**src/rtl/mcst_pkg.sv**
```systemverilog
// ----------------------------------------------------------------------------
// Multi-channel second timer package
// Shared types and constants for the timer bank.
// ----------------------------------------------------------------------------
`default_nettype none

package mcst_pkg;

    localparam int CHANNELS_DEF   = 16;
    localparam int COUNT_BITS_DEF = 16;

    localparam int CHAN_W   = 4;
    localparam int PERIOD_W = 16;
    localparam int REPEAT_W = 8;

    localparam logic [REPEAT_W-1:0] REPEAT_ENDLESS = 8'hFF;

    typedef enum logic [1:0] {
        OP_START = 2'd0,
        OP_STOP  = 2'd1,
        OP_TICK  = 2'd2
    } op_t;

    typedef enum logic [1:0] {
        ST_IDLE,
        ST_READ,
        ST_EXEC,
        ST_FLUSH
    } state_t;

    typedef struct packed {
        logic              fire;
        logic              flush;
        logic              fin;
        logic [CHAN_W-1:0] ch;
    } ev_t;

    typedef struct packed {
        logic stall;
        logic pend_valid;
    } buf_stat_t;

endpackage

`default_nettype wire

```
**src/rtl/multi_channel_second_timer_unit.sv**
```systemverilog
// ----------------------------------------------------------------------------
// Multi-channel second timer unit
// A bank of down-counting timer channels. A start transaction arms or
// restarts a channel, a stop transaction disarms it, and a tick transaction
// walks every channel in order through one shared update unit. Start and stop
// are applied as they are accepted. After a tick is accepted, every channel
// gets a read step, an armed channel also an update step, and a flush step
// closes the walk; the pace is set by the single read port of the channel
// state memory, and output back-pressure can stall the update and flush steps.
// Each channel that reaches zero yields one result, in channel order, with
// tlast on the last result of the tick.
// ----------------------------------------------------------------------------
`default_nettype none

module multi_channel_second_timer_unit #(
    parameter int CHANNELS   = mcst_pkg::CHANNELS_DEF,
    parameter int COUNT_BITS = mcst_pkg::COUNT_BITS_DEF
) (
    input  wire logic        clk,
    input  wire logic        rst_n,
    input  wire logic        s_tvalid,
    output logic             s_tready,
    input  wire logic [31:0] s_tdata,   // channel, reload_seconds, repeat_count, zero fill
    input  wire logic [1:0]  s_tuser,   // opcode
    output logic             m_tvalid,
    input  wire logic        m_tready,
    output logic [7:0]       m_tdata,   // fired_channel, zero fill
    output logic             m_tuser,   // final_expiry
    output logic             m_tlast    // last_of_tick
);

    localparam int IDX_W = $clog2(CHANNELS);

    mcst_pkg::state_t              state_reg, state_next;
    logic [IDX_W-1:0]              idx_reg, idx_next;
    logic [CHANNELS-1:0]           armed_reg, armed_next;

    logic [mcst_pkg::CHAN_W-1:0]   in_ch;
    logic [mcst_pkg::PERIOD_W-1:0] in_reload;
    logic [mcst_pkg::REPEAT_W-1:0] in_rep;
    logic [IDX_W-1:0]              in_idx;
    logic                          in_ch_ok;
    logic [COUNT_BITS-1:0]         period_raw;
    logic [COUNT_BITS-1:0]         period;
    logic [mcst_pkg::REPEAT_W-1:0] rep_init;
    logic [mcst_pkg::CHAN_W-1:0]   idx_ch;
    logic                          accept;
    logic                          idx_last;

    logic                          we_count, we_reload, we_rep;
    logic [IDX_W-1:0]              waddr;
    logic [COUNT_BITS-1:0]         wcount;
    logic [mcst_pkg::REPEAT_W-1:0] wrep;
    logic [COUNT_BITS-1:0]         rcount, rreload;
    logic [mcst_pkg::REPEAT_W-1:0] rrep;

    logic [COUNT_BITS-1:0]         count_new;
    logic [mcst_pkg::REPEAT_W-1:0] rep_new;
    logic                          alu_fire, alu_fin;

    mcst_pkg::ev_t                 ev;
    mcst_pkg::buf_stat_t           stat;

    assign in_ch     = s_tdata[3:0];
    assign in_reload = s_tdata[19:4];
    assign in_rep    = s_tdata[27:20];
    assign in_ch_ok  = {28'd0, in_ch} < 32'(CHANNELS);
    assign accept    = s_tvalid && s_tready;
    assign idx_last  = (idx_reg == IDX_W'(CHANNELS - 1));
    assign rep_init  = (in_rep == '0) ? 8'd1 : in_rep;
    assign period    = (period_raw == '0) ? COUNT_BITS'(1) : period_raw;

    generate
        if (COUNT_BITS > mcst_pkg::PERIOD_W)
        begin : g_period_wide
            assign period_raw = {{(COUNT_BITS - mcst_pkg::PERIOD_W){1'b0}}, in_reload};
        end
        else if (COUNT_BITS == mcst_pkg::PERIOD_W)
        begin : g_period_same
            assign period_raw = in_reload;
        end
        else
        begin : g_period_narrow
            assign period_raw = in_reload[COUNT_BITS-1:0];
        end

        if (IDX_W > mcst_pkg::CHAN_W)
        begin : g_idx_wide
            assign in_idx = {{(IDX_W - mcst_pkg::CHAN_W){1'b0}}, in_ch};
            assign idx_ch = idx_reg[mcst_pkg::CHAN_W-1:0];
        end
        else if (IDX_W == mcst_pkg::CHAN_W)
        begin : g_idx_same
            assign in_idx = in_ch;
            assign idx_ch = idx_reg;
        end
        else
        begin : g_idx_narrow
            assign in_idx = in_ch[IDX_W-1:0];
            assign idx_ch = {{(mcst_pkg::CHAN_W - IDX_W){1'b0}}, idx_reg};
        end
    endgenerate

    mcst_chan_mem #(
        .CHANNELS   (CHANNELS),
        .COUNT_BITS (COUNT_BITS)
    ) u_mem (
        .clk       (clk),
        .we_count  (we_count),
        .we_reload (we_reload),
        .we_rep    (we_rep),
        .waddr     (waddr),
        .wcount    (wcount),
        .wreload   (period),
        .wrep      (wrep),
        .raddr     (idx_reg),
        .rcount    (rcount),
        .rreload   (rreload),
        .rrep      (rrep)
    );

    mcst_alu #(
        .COUNT_BITS (COUNT_BITS)
    ) u_alu (
        .count     (rcount),
        .reload    (rreload),
        .rep       (rrep),
        .count_new (count_new),
        .rep_new   (rep_new),
        .fire      (alu_fire),
        .fin       (alu_fin)
    );

    mcst_out_buf u_out (
        .clk      (clk),
        .rst_n    (rst_n),
        .ev       (ev),
        .stat     (stat),
        .m_tvalid (m_tvalid),
        .m_tready (m_tready),
        .m_tdata  (m_tdata),
        .m_tuser  (m_tuser),
        .m_tlast  (m_tlast)
    );

    always_comb
    begin
        state_next = state_reg;
        idx_next   = idx_reg;
        armed_next = armed_reg;
        s_tready   = 1'b0;
        we_count   = 1'b0;
        we_reload  = 1'b0;
        we_rep     = 1'b0;
        waddr      = idx_reg;
        wcount     = count_new;
        wrep       = rep_new;
        ev.fire    = 1'b0;
        ev.flush   = 1'b0;
        ev.fin     = alu_fin;
        ev.ch      = idx_ch;
        case (state_reg)
            mcst_pkg::ST_IDLE:
            begin
                s_tready = 1'b1;
                waddr    = in_idx;
                wcount   = period;
                wrep     = rep_init;
                if (accept)
                begin
                    case (mcst_pkg::op_t'(s_tuser))
                        mcst_pkg::OP_START:
                        begin
                            if (in_ch_ok)
                            begin
                                we_count  = 1'b1;
                                we_reload = 1'b1;
                                we_rep    = !armed_reg[in_idx];
                                armed_next[in_idx] = 1'b1;
                            end
                        end
                        mcst_pkg::OP_STOP:
                        begin
                            if (in_ch_ok)
                            begin
                                armed_next[in_idx] = 1'b0;
                            end
                        end
                        mcst_pkg::OP_TICK:
                        begin
                            idx_next   = '0;
                            state_next = mcst_pkg::ST_READ;
                        end
                        default:
                        begin
                        end
                    endcase
                end
            end
            mcst_pkg::ST_READ:
            begin
                if (armed_reg[idx_reg])
                begin
                    state_next = mcst_pkg::ST_EXEC;
                end
                else if (idx_last)
                begin
                    state_next = mcst_pkg::ST_FLUSH;
                end
                else
                begin
                    idx_next = idx_reg + IDX_W'(1);
                end
            end
            mcst_pkg::ST_EXEC:
            begin
                ev.fire = alu_fire;
                if (!stat.stall)
                begin
                    we_count = 1'b1;
                    we_rep   = 1'b1;
                    if (alu_fin)
                    begin
                        armed_next[idx_reg] = 1'b0;
                    end
                    if (idx_last)
                    begin
                        state_next = mcst_pkg::ST_FLUSH;
                    end
                    else
                    begin
                        idx_next   = idx_reg + IDX_W'(1);
                        state_next = mcst_pkg::ST_READ;
                    end
                end
            end
            mcst_pkg::ST_FLUSH:
            begin
                ev.flush = 1'b1;
                if (!stat.stall)
                begin
                    state_next = mcst_pkg::ST_IDLE;
                end
            end
            default:
            begin
                state_next = mcst_pkg::ST_IDLE;
            end
        endcase
    end

    always_ff @(posedge clk or negedge rst_n)
    begin
        if (!rst_n)
        begin
            state_reg <= mcst_pkg::ST_IDLE;
            idx_reg   <= '0;
            armed_reg <= '0;
        end
        else
        begin
            state_reg <= state_next;
            idx_reg   <= idx_next;
            armed_reg <= armed_next;
        end
    end

    a_idle_no_pending: assert property (@(posedge clk) disable iff (!rst_n)
        (state_reg == mcst_pkg::ST_IDLE) |-> !stat.pend_valid)
        else $error("Pending result left over outside a tick walk.");

    a_exec_armed: assert property (@(posedge clk) disable iff (!rst_n)
        (state_reg == mcst_pkg::ST_EXEC) |-> armed_reg[idx_reg])
        else $error("Update step on a disarmed channel.");

    a_stop_disarms: assert property (@(posedge clk) disable iff (!rst_n)
        (accept && (s_tuser == mcst_pkg::OP_STOP) && in_ch_ok)
        |=> !armed_reg[$past(in_idx)])
        else $error("Channel still armed after a stop transaction.");

    a_walk_index: assert property (@(posedge clk) disable iff (!rst_n)
        (state_reg != mcst_pkg::ST_IDLE) |-> ({{(32 - IDX_W){1'b0}}, idx_reg} < 32'(CHANNELS)))
        else $error("Walk index beyond the channel bank.");

    a_flush_ends_walk: assert property (@(posedge clk) disable iff (!rst_n)
        ($past(state_reg) == mcst_pkg::ST_FLUSH && state_reg == mcst_pkg::ST_IDLE)
        |-> !stat.pend_valid)
        else $error("Tick walk closed with a result still pending.");

endmodule

`default_nettype wire

```
**src/rtl/mcst_chan_mem.sv**
```systemverilog
// ----------------------------------------------------------------------------
// Channel state memory
// Count, repeat and reload storage with one write port and one registered
// read port; each field has its own write enable.
// ----------------------------------------------------------------------------
`default_nettype none

module mcst_chan_mem #(
    parameter int CHANNELS   = mcst_pkg::CHANNELS_DEF,
    parameter int COUNT_BITS = mcst_pkg::COUNT_BITS_DEF
) (
    input  wire logic                              clk,
    input  wire logic                              we_count,
    input  wire logic                              we_reload,
    input  wire logic                              we_rep,
    input  wire logic [$clog2(CHANNELS)-1:0]       waddr,
    input  wire logic [COUNT_BITS-1:0]             wcount,
    input  wire logic [COUNT_BITS-1:0]             wreload,
    input  wire logic [mcst_pkg::REPEAT_W-1:0]     wrep,
    input  wire logic [$clog2(CHANNELS)-1:0]       raddr,
    output logic      [COUNT_BITS-1:0]             rcount,
    output logic      [COUNT_BITS-1:0]             rreload,
    output logic      [mcst_pkg::REPEAT_W-1:0]     rrep
);

    logic [COUNT_BITS-1:0]         count_mem  [CHANNELS];
    logic [COUNT_BITS-1:0]         reload_mem [CHANNELS];
    logic [mcst_pkg::REPEAT_W-1:0] rep_mem    [CHANNELS];

    logic [COUNT_BITS-1:0]         rcount_reg;
    logic [COUNT_BITS-1:0]         rreload_reg;
    logic [mcst_pkg::REPEAT_W-1:0] rrep_reg;

    always_ff @(posedge clk)
    begin
        if (we_count)
        begin
            count_mem[waddr] <= wcount;
        end
        if (we_reload)
        begin
            reload_mem[waddr] <= wreload;
        end
        if (we_rep)
        begin
            rep_mem[waddr] <= wrep;
        end
    end

    always_ff @(posedge clk)
    begin
        rcount_reg  <= count_mem[raddr];
        rreload_reg <= reload_mem[raddr];
        rrep_reg    <= rep_mem[raddr];
    end

    assign rcount  = rcount_reg;
    assign rreload = rreload_reg;
    assign rrep    = rrep_reg;

endmodule

`default_nettype wire

```
**src/rtl/mcst_alu.sv**
```systemverilog
// ----------------------------------------------------------------------------
// Channel update unit
// Shared decrement and compare unit applied to one channel per step.
// ----------------------------------------------------------------------------
`default_nettype none

module mcst_alu #(
    parameter int COUNT_BITS = mcst_pkg::COUNT_BITS_DEF
) (
    input  wire logic [COUNT_BITS-1:0]         count,
    input  wire logic [COUNT_BITS-1:0]         reload,
    input  wire logic [mcst_pkg::REPEAT_W-1:0] rep,
    output logic      [COUNT_BITS-1:0]         count_new,
    output logic      [mcst_pkg::REPEAT_W-1:0] rep_new,
    output logic                               fire,
    output logic                               fin
);

    logic [COUNT_BITS-1:0]         dec;
    logic [mcst_pkg::REPEAT_W-1:0] rep_dec;

    always_comb
    begin
        dec     = count - COUNT_BITS'(1);
        fire    = (dec == '0);
        rep_dec = (rep == mcst_pkg::REPEAT_ENDLESS) ? rep : rep - 8'd1;
        fin     = fire && (rep_dec == '0);
        rep_new = fire ? rep_dec : rep;
        count_new = (fire && !fin) ? reload : dec;
    end

endmodule

`default_nettype wire

```
**src/rtl/mcst_out_buf.sv**
```systemverilog
// ----------------------------------------------------------------------------
// Result buffer
// Holds one pending result until the next one or the end of the walk
// decides its last flag, and drives the output register.
// ----------------------------------------------------------------------------
`default_nettype none

module mcst_out_buf (
    input  wire logic                            clk,
    input  wire logic                            rst_n,
    input  wire mcst_pkg::ev_t                   ev,
    output mcst_pkg::buf_stat_t                  stat,
    output logic                                 m_tvalid,
    input  wire logic                            m_tready,
    output logic [7:0]                           m_tdata,   // fired_channel, zero fill
    output logic                                 m_tuser,   // final_expiry
    output logic                                 m_tlast    // last_of_tick
);

    logic                        pend_valid_reg, pend_valid_next;
    logic [mcst_pkg::CHAN_W-1:0] pend_ch_reg, pend_ch_next;
    logic                        pend_fin_reg, pend_fin_next;
    logic                        out_valid_reg, out_valid_next;
    logic [mcst_pkg::CHAN_W-1:0] out_ch_reg, out_ch_next;
    logic                        out_fin_reg, out_fin_next;
    logic                        out_last_reg, out_last_next;
    logic                        out_free;

    always_comb
    begin
        out_free        = !out_valid_reg || m_tready;
        pend_valid_next = pend_valid_reg;
        pend_ch_next    = pend_ch_reg;
        pend_fin_next   = pend_fin_reg;
        out_valid_next  = out_valid_reg && !m_tready;
        out_ch_next     = out_ch_reg;
        out_fin_next    = out_fin_reg;
        out_last_next   = out_last_reg;
        stat.stall      = (ev.fire || ev.flush) && pend_valid_reg && !out_free;
        stat.pend_valid = pend_valid_reg;
        if (ev.fire && !stat.stall)
        begin
            if (pend_valid_reg)
            begin
                out_valid_next = 1'b1;
                out_ch_next    = pend_ch_reg;
                out_fin_next   = pend_fin_reg;
                out_last_next  = 1'b0;
            end
            pend_valid_next = 1'b1;
            pend_ch_next    = ev.ch;
            pend_fin_next   = ev.fin;
        end
        else if (ev.flush && !stat.stall && pend_valid_reg)
        begin
            out_valid_next  = 1'b1;
            out_ch_next     = pend_ch_reg;
            out_fin_next    = pend_fin_reg;
            out_last_next   = 1'b1;
            pend_valid_next = 1'b0;
        end
    end

    always_ff @(posedge clk or negedge rst_n)
    begin
        if (!rst_n)
        begin
            pend_valid_reg <= 1'b0;
            out_valid_reg  <= 1'b0;
        end
        else
        begin
            pend_valid_reg <= pend_valid_next;
            out_valid_reg  <= out_valid_next;
        end
    end

    always_ff @(posedge clk)
    begin
        pend_ch_reg  <= pend_ch_next;
        pend_fin_reg <= pend_fin_next;
        out_ch_reg   <= out_ch_next;
        out_fin_reg  <= out_fin_next;
        out_last_reg <= out_last_next;
    end

    assign m_tvalid = out_valid_reg;
    assign m_tdata  = {4'd0, out_ch_reg};
    assign m_tuser  = out_fin_reg;
    assign m_tlast  = out_last_reg;

endmodule

`default_nettype wire

```
**config.mk**
```make
export PLATFORM = sky130hd
export DESIGN_NAME = multi_channel_second_timer_unit
export DESIGN_NICKNAME = d
export VERILOG_FILES = /design/src/rtl/mcst_pkg.sv /design/src/rtl/multi_channel_second_timer_unit.sv /design/src/rtl/mcst_chan_mem.sv /design/src/rtl/mcst_alu.sv /design/src/rtl/mcst_out_buf.sv
export SDC_FILE = /design/constraint.sdc
export NUM_CORES = 1
export LEC_CHECK = 0
export BUFFER_PORTS_ARGS = -buffer_cell sky130_fd_sc_hd__buf_2
export CORE_MARGIN = 5
export CORE_UTILIZATION = 50
export DETAILED_ROUTE_END_ITERATION = 8
export HOLD_SLACK_MARGIN = 0.02
export MAX_ROUTING_LAYER = met4
export PLACE_DENSITY = 0.7
export SETUP_SLACK_MARGIN = 0.1
export SLEW_MARGIN = 0
export SYNTH_ARGS = -nofsm -noshare
export SYNTH_HDL_FRONTEND = slang
export SYNTH_HIERARCHICAL = 1
export SYNTH_SLANG_ARGS = --single-unit
```
**constraint.sdc**
```tcl
create_clock -name clk -period 6.1 [get_ports clk]
set_input_delay 0.61 -clock clk [delete_from_list [all_inputs] [get_ports clk]]
set_output_delay 0.61 -clock clk [all_outputs]
set_load 0.005 [all_outputs]
```
==> impl_metrics.prom, run 1 <==
# TYPE chip_impl_metric gauge
chip_impl_info{name="run_status",value="complete, no violations"} 1
chip_impl_info{name="path_common_cell",value="sky130_fd_sc_hd__nand2_1"} 1
chip_impl_metric{name="drv_slew",unit=""} 0
chip_impl_metric{name="area.growth.synth_to_final",unit="%"} 11.01
chip_impl_metric{name="largest_net_degree_at_the_start_of_global_routing",unit=""} 124
chip_impl_metric{name="achievable-frequency",unit="MHz"} 207.1
chip_impl_metric{name="critical_path_required",unit="ns"} 6.32
chip_impl_metric{name="cap_viol_max_count",unit=""} 0
chip_impl_metric{name="setup_tns",unit="ns"} 0
chip_impl_metric{name="whs_path_depth",unit=""} 3
chip_impl_metric{name="syn-instance-count",unit=""} 1485
chip_impl_metric{name="worst_path_largest_cell_delay",unit="ns"} 0.84
chip_impl_metric{name="floorplan.rows",unit=""} 88
chip_impl_info{name="worstSetupEndpointType",value="register"} 1
chip_impl_info{name="min_path_type",value="in -> reg"} 1
chip_impl_metric{name="globalRouteOverflowTotal",unit=""} 0
chip_impl_metric{name="num_vias",unit=""} 14303
chip_impl_metric{name="number_of_filler_instances_in_the_final_layout",unit=""} 4238
chip_impl_metric{name="finish.net_count",unit=""} 1582
chip_impl_metric{name="synth-warning-count",unit=""} 6
chip_impl_metric{name="die-width",unit="um"} 250.6
chip_impl_metric{name="core_region_area",unit="sq um"} 57480
chip_impl_metric{name="vertical_die_dimension",unit="um"} 250.6
chip_impl_metric{name="avgViaCountPerCell",unit=""} 6.063
chip_impl_metric{name="regArea",unit="sq um"} 20960
chip_impl_metric{name="grt_first_pass_wirelength",unit="um"} 90910
chip_impl_metric{name="synth.cell_area",unit="sq um"} 28940
chip_impl_metric{name="worst_r2r_path_depth",unit=""} 14
chip_impl_info{name="criticalPathCategory",value="reg -> reg"} 1
chip_impl_metric{name="synth_area_per_cell",unit="sq um"} 19.49
chip_impl_metric{name="antenna_found_initial",unit=""} 5
chip_impl_metric{name="post_route_cells_drive_above_1_share",unit=""} 0.2347
chip_impl_metric{name="fin_worst_skew",unit="ns"} 0.02221
chip_impl_metric{name="timing.final.crit_share",unit=""} 0.7915
chip_impl_metric{name="place_hpwl",unit="um"} 35320
chip_impl_metric{name="floorplan.io_pins",unit=""} 50
chip_impl_metric{name="setup_viol",unit=""} 0
chip_impl_info{name="regToRegEndpoint",value="u_mem/count_mem[11][7]$_DFFE_PP_"} 1
chip_impl_metric{name="dp_worst_setup_slack",unit="ns"} 1.280
chip_impl_info{name="path_delay_family",value="simple AND/OR/NAND/NOR gates"} 1
chip_impl_metric{name="htree_num_levels",unit=""} 3
chip_impl_metric{name="grt_util_all_layers",unit=""} 0.1966
chip_impl_metric{name="crit_path_max_fanout",unit=""} 16
chip_impl_metric{name="power_density",unit="nW/um^2"} 449.3
chip_impl_metric{name="drc_errors",unit=""} 0
chip_impl_info{name="critical_path.reg2reg.startpoint",value="u_mem/rcount[0]$_DFF_P_"} 1
chip_impl_metric{name="post-cts-setup-buffer-count",unit=""} 0
chip_impl_info{name="clockRootBuffer",value="sky130_fd_sc_hd__clkbuf_16"} 1
chip_impl_metric{name="cts.path.max_buffers",unit=""} 3
chip_impl_metric{name="path_buf_inv",unit=""} 1
chip_impl_metric{name="crit_path_dat",unit="ns"} 5.05
chip_impl_metric{name="timing.reg2reg.setup_slack",unit="ns"} 1.27
chip_impl_metric{name="finalWorstPathRequiredPeriod",unit="ns"} 4.828
chip_impl_metric{name="wl",unit="um"} 59970
chip_impl_metric{name="avgRoutedWirePerCell",unit="um"} 25.42
chip_impl_info{name="worst_hold_startpoint",value="m_tready"} 1
chip_impl_metric{name="final.setup.worst_slack",unit="ns"} 1.272
chip_impl_metric{name="finish.cell_count_without_fillers",unit=""} 2359
chip_impl_info{name="crit_path_start_kind",value="register"} 1
chip_impl_info{name="path_cells",value="inv_1 > ha_1 > nor3b_2 > nand4b_2 > a21o_1 > a211oi_4 > nor3_1 > and2_1 > o21ai_1 > nor2_1 > nand2b_1 > nand2_1 > nand2_1 > nor2_2"} 1
chip_impl_info{name="cts_tree",value="yes"} 1
chip_impl_metric{name="drt_iter0_markers",unit=""} 1406
chip_impl_metric{name="power.ir.vdd_worst",unit="mV"} 0.3146
chip_impl_metric{name="vias_in_the_first_global_route",unit=""} 14570
chip_impl_metric{name="p_leak",unit="uW"} 0.01037
chip_impl_info{name="largestRegisters",value="u_mem/count_mem (256), u_mem/reload_mem (256), u_mem/rep_mem (128)"} 1
chip_impl_metric{name="numPlacedInstances",unit=""} 2220
chip_impl_metric{name="cts_inserted_buffers",unit=""} 72
chip_impl_info{name="crit_path_top_delay_cell",value="sky130_fd_sc_hd__nor2_2"} 1
chip_impl_metric{name="clkLatencyLatePin",unit="ns"} 0.62
chip_impl_metric{name="post_cts_resized",unit=""} 0
chip_impl_metric{name="worst_slew_pin_slew",unit="ns"} 1.288
chip_impl_info{name="timing.hold.worst_endpoint",value="u_out/m_tvalid$_DFF_PN0_"} 1
chip_impl_info{name="grt_setup_unrepaired",value="false"} 1
chip_impl_metric{name="portBuffers",unit=""} 41
chip_impl_metric{name="floorplan.initialDensity",unit=""} 0.5035
chip_impl_metric{name="drt_pre_antenna_iters",unit=""} 5
chip_impl_metric{name="footprint_of_the_multi_input_gates",unit="sq um"} 7427
chip_impl_metric{name="number_of_failing_hold_endpoints_at_the_final_stage",unit=""} 0
chip_impl_metric{name="clk_transition_reported_paths",unit="ns"} 0.06
chip_impl_metric{name="max-slew-margin-rel",unit=""} 0.1405
chip_impl_metric{name="clock_sinks",unit=""} 715
chip_impl_metric{name="place_congestion",unit=""} 0.8820
chip_impl_metric{name="die_outline_area",unit="sq um"} 62790
chip_impl_metric{name="drt.antenna.violating_nets",unit=""} 0
==> worst max-delay path by stage <==
stage,start,endpoint,slack [ns],cells after the start
2_1_floorplan,u_mem/rcount[0]$_DFF_P_,u_mem/count_mem[12][0]$_DFFE_PP_,2.13,14
3_3_place_gp,u_mem/rcount[0]$_DFF_P_,u_mem/count_mem[10][7]$_DFFE_PP_,1.46,14
3_5_place_dp,u_mem/rcount[0]$_DFF_P_,u_mem/count_mem[11][7]$_DFFE_PP_,1.28,14
4_1_cts,u_mem/rcount[0]$_DFF_P_,u_mem/count_mem[11][11]$_DFFE_PP_,1.27,14
5_1_grt,u_mem/rcount[0]$_DFF_P_,u_mem/count_mem[11][5]$_DFFE_PP_,1.00,14
6_report,u_mem/rcount[0]$_DFF_P_,u_mem/count_mem[11][7]$_DFFE_PP_,1.27,14
==> what timing repair did <==
action,CTS,global route
endpoints found under the hold margin,24,0
hold buffers,1,0
endpoints found under the setup margin,0,0
==> power by group <==
part / internal, uW / total [uW] / switching [uW]
logic: 1370 / 3500 / 2130
clock network: 2450 / 4260 / 1810
registers: 6290 / 6680 / 385
==> through the flow <==
stage / power (uW) / hold slack [ns] / cell area, sq um / util
after floorplan: 9229 / 0.3144 / 28950 / -
after global placement: 10160 / 0.4017 / 29790 / 0.5183
after detailed placement: 10270 / 0.4052 / 29790 / 0.5183
after CTS: 14530 / 0.3054 / 32110 / 0.5587
after global routing: 15040 / 0.3521 / 32130 / 0.5590
final: 14430 / 0.3476 / 32130 / 0.5590
==> placed cells by master (no fill, tap or decap), drive strengths merged, types with 14 or more instances in the layout <==
cell type and instances:
edfxtp 651, mux4 169, clkbuf 94, a22oi 88, nand2 77, nor2 69
buf 64, dfxtp 40, o21ai 36, mux2 28, clkinv 26, dfrtp 24
inv 21, nor4 15, a21o 15, ha 14
==> worst min-delay path: stages <==
cell and delay, ns:
sky130_fd_sc_hd__buf_2 0.12, sky130_fd_sc_hd__nand2b_4 0.14, sky130_fd_sc_hd__nand2_1 0.05
==> layer usage <==
layer,share of wire,vias to the layer above,GRT usage,wire length [um]
li1,-,6209,-,-
met1,0.42,7412,0.2746,25130
met2,0.48,569,0.2978,28620
met3,0.076,113,0.03530,4564
met4,0.028,0,0.06705,1658
met5,0,-,-,0
==> area by class of cell <==
cell class              count  area share
diodes                      5   0.0003895
clock buffers              94     0.06189
clock inverters            39     0.01017
inverters                  15    0.001753
multi-input cells         661      0.2312
flip-flops and latches    715      0.6524
well taps                 765     0.02979
repair buffers             65     0.01246
No activity file was read; power rests on OpenSTA's default activity.
==> run 2, diff against run 1 <==
PLACE_DENSITY = 0.72   (was 0.7)
clock period = 4.3 ns   (was 6.1 ns; I/O delays follow)
==> run 2 against run 1 <==
  * The flow now finishes with violations (DRC)
  * Global-route usage about the same
  * Die area unchanged
  * Via count up 1.5%
  * Critical path depth up 1
  * Sequential share of layout area down 0.76 points
  * Critical path type unchanged
==> impl_metrics.prom, run 2 (synthesis gave the netlist of run 1 again) <==
# TYPE chip_impl_metric gauge
chip_impl_metric{name="fin_util",unit=""} 0.5655
chip_impl_info{name="violated_checks",value="DRC"} 1
chip_impl_metric{name="largest_net_degree_at_the_start_of_global_routing",unit=""} 147
chip_impl_metric{name="drc_errors",unit=""} 1
chip_impl_metric{name="finish.net_count",unit=""} 1630
chip_impl_info{name="final_cell_mix",value="sky130_fd_sc_hd__edfxtp_1, sky130_fd_sc_hd__mux4_2, sky130_fd_sc_hd__a22oi_1"} 1
chip_impl_metric{name="drv_slew",unit=""} 0
chip_impl_metric{name="portBuffers",unit=""} 41
chip_impl_metric{name="clk_transition_reported_paths",unit="ns"} 0.06
chip_impl_metric{name="die-width",unit="um"} 250.6
chip_impl_info{name="cts_tree",value="yes"} 1
chip_impl_metric{name="avgRoutedWirePerCell",unit="um"} 25.09
chip_impl_metric{name="worst_path_largest_cell_delay",unit="ns"} 0.79
chip_impl_metric{name="final_area",unit="sq um"} 32500
chip_impl_info{name="crit_path_start_kind",value="register"} 1
chip_impl_info{name="largestRegisters",value="u_mem/count_mem (256), u_mem/reload_mem (256), u_mem/rep_mem (128)"} 1
chip_impl_metric{name="crit_path_dat",unit="ns"} 4.32
chip_impl_metric{name="fin_worst_skew",unit="ns"} 0.02215
chip_impl_metric{name="p_leak",unit="uW"} 0.01062
chip_impl_info{name="worst_hold_startpoint",value="m_tready"} 1
chip_impl_metric{name="htree_num_levels",unit=""} 3
chip_impl_metric{name="die_outline_area",unit="sq um"} 62790
chip_impl_metric{name="number_of_failing_hold_endpoints_at_the_final_stage",unit=""} 0
chip_impl_metric{name="area.growth.synth_to_final",unit="%"} 12.32
chip_impl_metric{name="timing.final.crit_share",unit=""} 0.9532
chip_impl_metric{name="cts.path.max_buffers",unit=""} 3
chip_impl_metric{name="worst_slew_pin_slew",unit="ns"} 1.068
chip_impl_metric{name="vertical_die_dimension",unit="um"} 250.6
chip_impl_metric{name="worst_r2r_path_depth",unit=""} 15
chip_impl_info{name="grt_setup_unrepaired",value="true"} 1
chip_impl_metric{name="whs_path_depth",unit=""} 3
chip_impl_metric{name="critical_path_required",unit="ns"} 4.52
chip_impl_metric{name="floorplan.io_pins",unit=""} 50
chip_impl_metric{name="place_congestion",unit=""} 0.8967
chip_impl_metric{name="crit_path_max_fanout",unit=""} 16
chip_impl_metric{name="core_region_area",unit="sq um"} 57480
chip_impl_metric{name="grt_util_all_layers",unit=""} 0.1968
chip_impl_info{name="critical_path.reg2reg.startpoint",value="u_mem/rcount[0]$_DFF_P_"} 1
chip_impl_metric{name="vias_in_the_first_global_route",unit=""} 14598
chip_impl_metric{name="wl",unit="um"} 60370
chip_impl_info{name="timing.hold.worst_endpoint",value="u_out/m_tvalid$_DFF_PN0_"} 1
chip_impl_info{name="run_status",value="finished, violations left"} 1
chip_impl_metric{name="num_vias",unit=""} 14520
chip_impl_metric{name="clkLatencyLatePin",unit="ns"} 0.61
chip_impl_metric{name="max-slew-margin-rel",unit=""} 0.2883
chip_impl_info{name="criticalPathCategory",value="reg -> reg"} 1
chip_impl_metric{name="achievable-frequency",unit="MHz"} 244.0
chip_impl_info{name="crit_path_top_delay_cell",value="sky130_fd_sc_hd__nor2_2"} 1
chip_impl_metric{name="globalRouteOverflowTotal",unit=""} 0
chip_impl_metric{name="power.ir.vdd_worst",unit="mV"} 0.4568
chip_impl_metric{name="cts_inserted_buffers",unit=""} 70
chip_impl_metric{name="placed_cell_area",unit="sq um"} 30180
chip_impl_metric{name="timing.reg2reg.setup_slack",unit="ns"} 0.20
chip_impl_info{name="regToRegEndpoint",value="u_mem/count_mem[3][5]$_DFFE_PP_"} 1
chip_impl_metric{name="clock_sinks",unit=""} 715
chip_impl_metric{name="grt_first_pass_wirelength",unit="um"} 91480
chip_impl_info{name="path_cells",value="inv_1 > ha_1 > nor3b_2 > buf_4 > nand3_1 > xnor2_1 > nand2b_1 > nor3_2 > and2_1 > o21ai_1 > nor2_1 > nand2b_1 > nand2_1 > nand2_1 > nor2_2"} 1
chip_impl_info{name="min_path_type",value="in -> reg"} 1
chip_impl_metric{name="drt.antenna.violating_nets",unit=""} 0
chip_impl_metric{name="drt_pre_antenna_iters",unit=""} 7
chip_impl_metric{name="finalWorstPathRequiredPeriod",unit="ns"} 4.099
chip_impl_info{name="clockRootBuffer",value="sky130_fd_sc_hd__clkbuf_16"} 1
chip_impl_info{name="worstSetupEndpointType",value="register"} 1
chip_impl_metric{name="power_density",unit="nW/um^2"} 632.4
chip_impl_metric{name="antenna_found_initial",unit=""} 4
chip_impl_metric{name="place_hpwl",unit="um"} 36230
chip_impl_metric{name="drt_iter0_markers",unit=""} 1524
chip_impl_info{name="most_common_cell_after_layout_fill_and_taps_aside",value="sky130_fd_sc_hd__edfxtp_1"} 1
chip_impl_metric{name="floorplan.rows",unit=""} 88
chip_impl_metric{name="avgViaCountPerCell",unit=""} 6.035
chip_impl_metric{name="floorplan.initialDensity",unit=""} 0.5035
chip_impl_metric{name="cap_viol_max_count",unit=""} 0
chip_impl_metric{name="post_route_cells_drive_above_1_share",unit=""} 0.2586
chip_impl_metric{name="setup_viol",unit=""} 0
## run 2: repair_timing
item                                   CTS  global route
resized for setup                        0            11
buffers inserted                         0             0
hold buffers                             1             0
endpoints found under the hold margin   24             0
setup endpoints to repair                0           364
## run 2: how the worst max path moves through the flow
stage / from / end / cells after the start / slack [ns]
2_1_floorplan: u_mem/rcount[0]$_DFF_P_ / u_mem/count_mem[12][0]$_DFFE_PP_ / 14 / 0.33
3_3_place_gp: u_mem/rcount[0]$_DFF_P_ / u_mem/count_mem[3][11]$_DFFE_PP_ / 12 / 0.34
3_5_place_dp: u_mem/rcount[0]$_DFF_P_ / u_mem/count_mem[6][10]$_DFFE_PP_ / 14 / 0.23
4_1_cts: u_mem/rcount[0]$_DFF_P_ / u_mem/count_mem[6][5]$_DFFE_PP_ / 14 / 0.18
5_1_grt: u_mem/rcount[0]$_DFF_P_ / u_mem/count_mem[0][5]$_DFFE_PP_ / 15 / -0.04
6_report: u_mem/rcount[0]$_DFF_P_ / u_mem/count_mem[3][5]$_DFFE_PP_ / 15 / 0.20
## run 2: final cells by class
class / instances / area (sq um)
fillers: 4217 / 24970
flip-flops and latches: 715 / 20960
multi-input cells: 661 / 7482
clock buffers: 88 / 1859
well taps: 765 / 957.2
repair buffers: 115 / 788.3
clock inverters: 42 / 391.6
inverters: 15 / 56.30
diodes: 5 / 12.51
## run 2: stage by stage
step	cells	hold slack, ns	setup WS (ns)	power, uW	TNS, ns
floorplan	1488	0.1344	0.3285	13090	0
global placement	2270	0.4015	0.3383	14590	0
detailed placement	2270	0.4062	0.2257	14720	0
CTS	2401	0.1535	0.1777	20660	0
global route	2405	0.1738	-0.04458	21420	-1.111
finish	2406	0.1860	0.2012	20560	0
## run 2: critical path, delay by kind of cell (launching register included)
kind / cells / cell delay, ns
buffers and inverters: 2 / 0.30
adder cells (fa/ha/maj): 1 / 0.17
XOR/XNOR: 1 / 0.24
AO/OA/AOI/OAI: 1 / 0.20
AND/OR/NAND/NOR: 10 / 2.41
flip-flops: 1 / 0.38
## run 2: report_power, final
part	total, uW	internal, uW	leakage, uW	switching [uW]
clock network	5930	3400	0.00111	2530
logic	5300	2060	0.00300	3240
registers	9320	8920	0.00650	396
## run 2: routing by layer
| metal | track usage | vias up | wire length, um | part of all wire |
|---|---|---|---|---|
| li1 | - | 6302 | - | - |
| met1 | 0.2740 | 7513 | 24580 | 0.41 |
| met2 | 0.3044 | 614 | 29490 | 0.49 |
| met3 | 0.03987 | 91 | 4986 | 0.083 |
| met4 | 0.04974 | 0 | 1306 | 0.022 |
| met5 | - | - | 0 | 0 |
